File: src/hw/rtl/chce_pkg.sv
`default_nettype none

package chce_pkg;

	localparam int FUNC_W = 2;
	localparam int SYM_W  = 9;
	localparam int LEN_W  = 6;
	localparam int CODE_W = 32;
	localparam int TOT_W  = 9;
	localparam int STAT_W = 2;

	typedef enum logic [FUNC_W-1:0] {
		FN_CLEAR  = 2'd0,
		FN_LOAD   = 2'd1,
		FN_ENCODE = 2'd2,
		FN_QUERY  = 2'd3
	} func_t;

	typedef enum logic [STAT_W-1:0] {
		STS_OK       = 2'd0,
		STS_UNSORTED = 2'd1,
		STS_BAD_LEN  = 2'd2,
		STS_NO_SYM   = 2'd3
	} status_t;

	typedef enum logic [1:0] {
		ST_SWEEP,
		ST_IDLE,
		ST_EXEC
	} state_t;

	typedef struct packed {
		logic capture;
		logic fire;
		logic sweep;
	} ctrl_cmd_t;

	typedef struct packed {
		logic sweep_done;
		logic is_clear;
	} dp_stat_t;

	function automatic logic [CODE_W-1:0] rev_bits(input logic [CODE_W-1:0] v);
		logic [CODE_W-1:0] r;
		for (int i = 0; i < CODE_W; i++) begin
			r[i] = v[CODE_W-1-i];
		end
		return r;
	endfunction

endpackage

`default_nettype wire

File: src/hw/rtl/chce_ctrl.sv
`default_nettype none

module chce_ctrl (
	input  wire logic                 clk,
	input  wire logic                 arst_n,
	input  wire logic                 in_valid,
	output logic                      in_ready,
	output logic                      out_valid,
	input  wire logic                 out_ready,
	input  wire chce_pkg::dp_stat_t   stat,
	output chce_pkg::ctrl_cmd_t       cmd
);

	chce_pkg::state_t state_q;
	chce_pkg::state_t state_d;
	logic             out_valid_q;
	logic             out_free;

	assign out_free  = !out_valid_q || out_ready;
	assign out_valid = out_valid_q;

	always_comb begin
		state_d = state_q;
		case (state_q)
			chce_pkg::ST_SWEEP: begin
				if (stat.sweep_done) begin
					state_d = chce_pkg::ST_IDLE;
				end
			end
			chce_pkg::ST_IDLE: begin
				if (in_valid) begin
					state_d = chce_pkg::ST_EXEC;
				end
			end
			chce_pkg::ST_EXEC: begin
				if (out_free) begin
					state_d = stat.is_clear ? chce_pkg::ST_SWEEP : chce_pkg::ST_IDLE;
				end
			end
			default: begin
				state_d = chce_pkg::ST_SWEEP;
			end
		endcase
	end

	always_comb begin
		in_ready    = 1'b0;
		cmd.capture = 1'b0;
		cmd.fire    = 1'b0;
		cmd.sweep   = 1'b0;
		case (state_q)
			chce_pkg::ST_SWEEP: begin
				cmd.sweep = 1'b1;
			end
			chce_pkg::ST_IDLE: begin
				in_ready    = 1'b1;
				cmd.capture = in_valid;
			end
			chce_pkg::ST_EXEC: begin
				cmd.fire = out_free;
			end
			default: begin
				in_ready = 1'b0;
			end
		endcase
	end

	always_ff @(posedge clk or negedge arst_n) begin
		if (!arst_n) begin
			state_q     <= chce_pkg::ST_SWEEP;
			out_valid_q <= 1'b0;
		end else begin
			state_q <= state_d;
			if (cmd.fire) begin
				out_valid_q <= 1'b1;
			end else if (out_ready) begin
				out_valid_q <= 1'b0;
			end
		end
	end

endmodule

`default_nettype wire

File: config.mk
export PLATFORM = sky130hd
export DESIGN_NAME = chce_ctrl
export DESIGN_NICKNAME = d
export VERILOG_FILES = /design/src/hw/rtl/chce_pkg.sv /design/src/hw/rtl/chce_ctrl.sv
export SDC_FILE = /design/constraint.sdc
export NUM_CORES = 1
export LEC_CHECK = 0
export BUFFER_PORTS_ARGS = -buffer_cell sky130_fd_sc_hd__buf_4
export CORE_AREA = 2 2 39 41
export DETAILED_ROUTE_END_ITERATION = 8
export DIE_AREA = 0 0 41 43
export PLACE_DENSITY = 0.33
export SYNTH_ARGS = -nofsm -noshare
export SYNTH_HDL_FRONTEND = slang
export SYNTH_SLANG_ARGS = --single-unit
File: constraint.sdc
create_clock -name clk -period 1.1 [get_ports clk]
set_input_delay 0 -clock clk [delete_from_list [all_inputs] [get_ports clk]]
set_output_delay 0 -clock clk [all_outputs]
set_load 0.01 [all_outputs]
==> impl_metrics.json <==
{
  "cp_top_family": "flip-flops",
  "finalHoldViolations": 0,
  "fill_cells": 153,
  "vias": 157,
  "finClkSkew_ps": 1.209,
  "path_cells": "nand2b_4 > nor2b_4 > buf_6",
  "slowest_stage": "dfrtp_1",
  "slew_violations": 0,
  "netlist.area_leader.share_pct": 52.63,
  "powerDensity_mw_per_mm2": 2576,
  "grt_antenna_before_repair": 0,
  "post-route-util_pct": 21.61,
  "die-area_mm2": 0.001763,
  "worst_pin_slew_ps": 137.9,
  "drc_errors": 0,
  "cts-root-buf": "clkbuf_4",
  "ys_seq_elements": 3,
  "grtUsageTotal_pct": 6.244,
  "portBuffers": 10,
  "start_util_pct": 10.31,
  "drive_above_1_share_pct": 54.84,
  "routed_wl_um": 441,
  "hold_path.class": "in2reg",
  "timing.max_cap.violations": 0,
  "worst-setup-path-type": "reg2out",
  "yosysSeqAreaShare_pct": 52.63,
  "antennaDiodeCount": 0,
  "yosysTopAreaCell": "dfrtp_1",
  "critPathMaxFanout": 5,
  "place_inst": 41,
  "syn-instance-count": 15,
  "chipHeight_um": 43,
  "grt_pass1_vias": 158,
  "power.leakage_nw": 0.1581,
  "cts_tree": "yes",
  "ant_nets": 0,
  "drt_iter0_drc": 1,
  "status": "finished clean",
  "syn_area_um2": 142.6,
  "clk_pin_slew_ps": 40,
  "path_buf_inv": 1,
  "finalCritPeriodShare_pct": 95.89,
  "clock_latency_ps": 230,
  "synth_nets": 21,
  "clock_sinks": 3,
  "gp_congestion": 0.5823,
  "setup_viol": 0,
  "startpoint_type": "flip-flop",
  "fmax_mhz": 948.1,
  "instances_no_fill": 47,
  "peakVddDrop_v": 0.0007879,
  "cp.arrival_ps": 1050,
  "register_area_um2": 76.32,
  "ys_top_cells_by_area": "dfrtp_1 (53%), nand2b_1 (8.8%), nor2b_2 (6.1%)",
  "grt_max_degree": 7,
  "slowest_delay_ps": 410,
  "finalNetCount": 38,
  "ios": 11,
  "layout_min_cycle_time_ps": 1055,
  "die_w_um": 41,
  "areaGrowthSynthToFinish_pct": 109.6,
  "grt_pass1_wl_um": 641,
  "cts_made_buffers": 3,
  "ctsLongestPathBuffers": 2,
  "r2r_slack_ps": 110,
  "coreArea_mm2": 0.001384,
  "ys_types": 10,
  "wl_per_cell_um": 9.383,
  "rows": 14,
  "endpoint_kind": "output pin",
  "synth_warnings": 0,
  "cp.required_ps": 1100,
  "via_per_inst": 3.340,
  "grt_remaining_overflow": 0,
  "multi_input_area_um2": 76.32,
  "drt_first_pass_iters": 2,
  "max-slew-margin-rel_pct": 90.71,
  "syn_area_per_cell_um2": 9.509,
  "cts.htree.levels": 1
}
## sequential cells by signal (all words and copies together), names as in the netlist
name       cells
out_valid      1
state_q        2
## cells in the final DEF, fill, tap and decap left out, drive strengths merged
| cell | n |
|---|---|
| dfrtp | 3 |
| nor2b | 1 |
| nand2b | 2 |
| nor2 | 2 |
| dlygate4sd3 | 1 |
| inv | 1 |
| nand2 | 2 |
| buf | 11 |
| clkbuf | 4 |
| o2bb2ai | 1 |
| o21ai | 1 |
| and2b | 1 |
| o22ai | 1 |
## stage by stage
stage	total power, mW	hold WS (ps)	area (um2)	setup WS (ps)	setup TNS [ps]
global placement	0.5099	-210.4	237.7	159.4	0
finish	0.7703	25.83	299.0	45.23	0
detailed placement	0.5121	-209.0	237.7	174.9	0
global route	0.8342	23.25	299.0	-17.47	-17.47
floorplan	0.3468	-295.6	142.6	166.1	0
CTS	0.7446	17.74	281.5	19.47	0
## layer usage
metal / track usage (%) / part of all wire (%) / routed length, um
met5: 0 / 0 / 0
met4: 6.000 / 0 / 0
met3: 6.283 / 13 / 56
met2: 5.625 / 40 / 175
met1: 7.468 / 47 / 209
## path summary, 6_finish.rpt
path / startpoint / end / depth (start not counted)
max: state_q[0] / cmd[1] / 3
min: stat[0] / state_q[0] / 3
max reg2reg: state_q[0] / state_q[0] / 4
min reg2reg: state_q[1] / state_q[0] / 1
max in group asynchronous: arst_n / state_q[1] / 2
min in group asynchronous: arst_n / out_valid / 2
## Yosys cell counts
master / count
inv_1: 1
o22ai_1: 1
nand2b_1: 2
o2bb2ai_1: 1
nor2b_2: 1
nor2_1: 2
dfrtp_1: 3
o21ai_0: 1
and2b_1: 1
nand2_1: 2
## worst register-to-register path: cells and delay by family (launching register included)
| kind | cells | cell delay, ps |
|---|---|---|
| AO/OA/AOI/OAI | 1 | 90 |
| buffers and inverters | 1 | 110 |
| flip-flops | 1 | 410 |
| AND/OR/NAND/NOR | 2 | 310 |
## power breakdown
group | switching [mW] | internal [mW] | leakage (nW)
sequential | 0.0608 | 0.163 | 0.0367
combinational | 0.145 | 0.209 | 0.106
clock | 0.0568 | 0.136 | 0.0150
## area by class of cell
cell class	instances	area share [%]
Multi-Input combinational cell	11	25.52
Tap cell	16	6.695
Clock buffer	4	8.787
Inverter	1	1.255
Sequential cell	3	25.52
Timing Repair Buffer	12	32.22
## logic make-up after synthesis
family                 after synthesis  share of synthesized area [%]
and+or+nand+nor                      8                          30.71
buffers and inverters                1                          2.629
DFF                                  3                          52.63
AOI/OAI and AO/OA                    3                          14.04
## what timing repair did
action	4_1_cts	5_1_grt
endpoints found under the setup margin	1	2
hold endpoints to repair	3	0
cloned	0	0
setup buffers	0	1
hold buffers	1	0
gates resized for setup	1	3
Note: power is estimated with default switching activity, not from simulation.
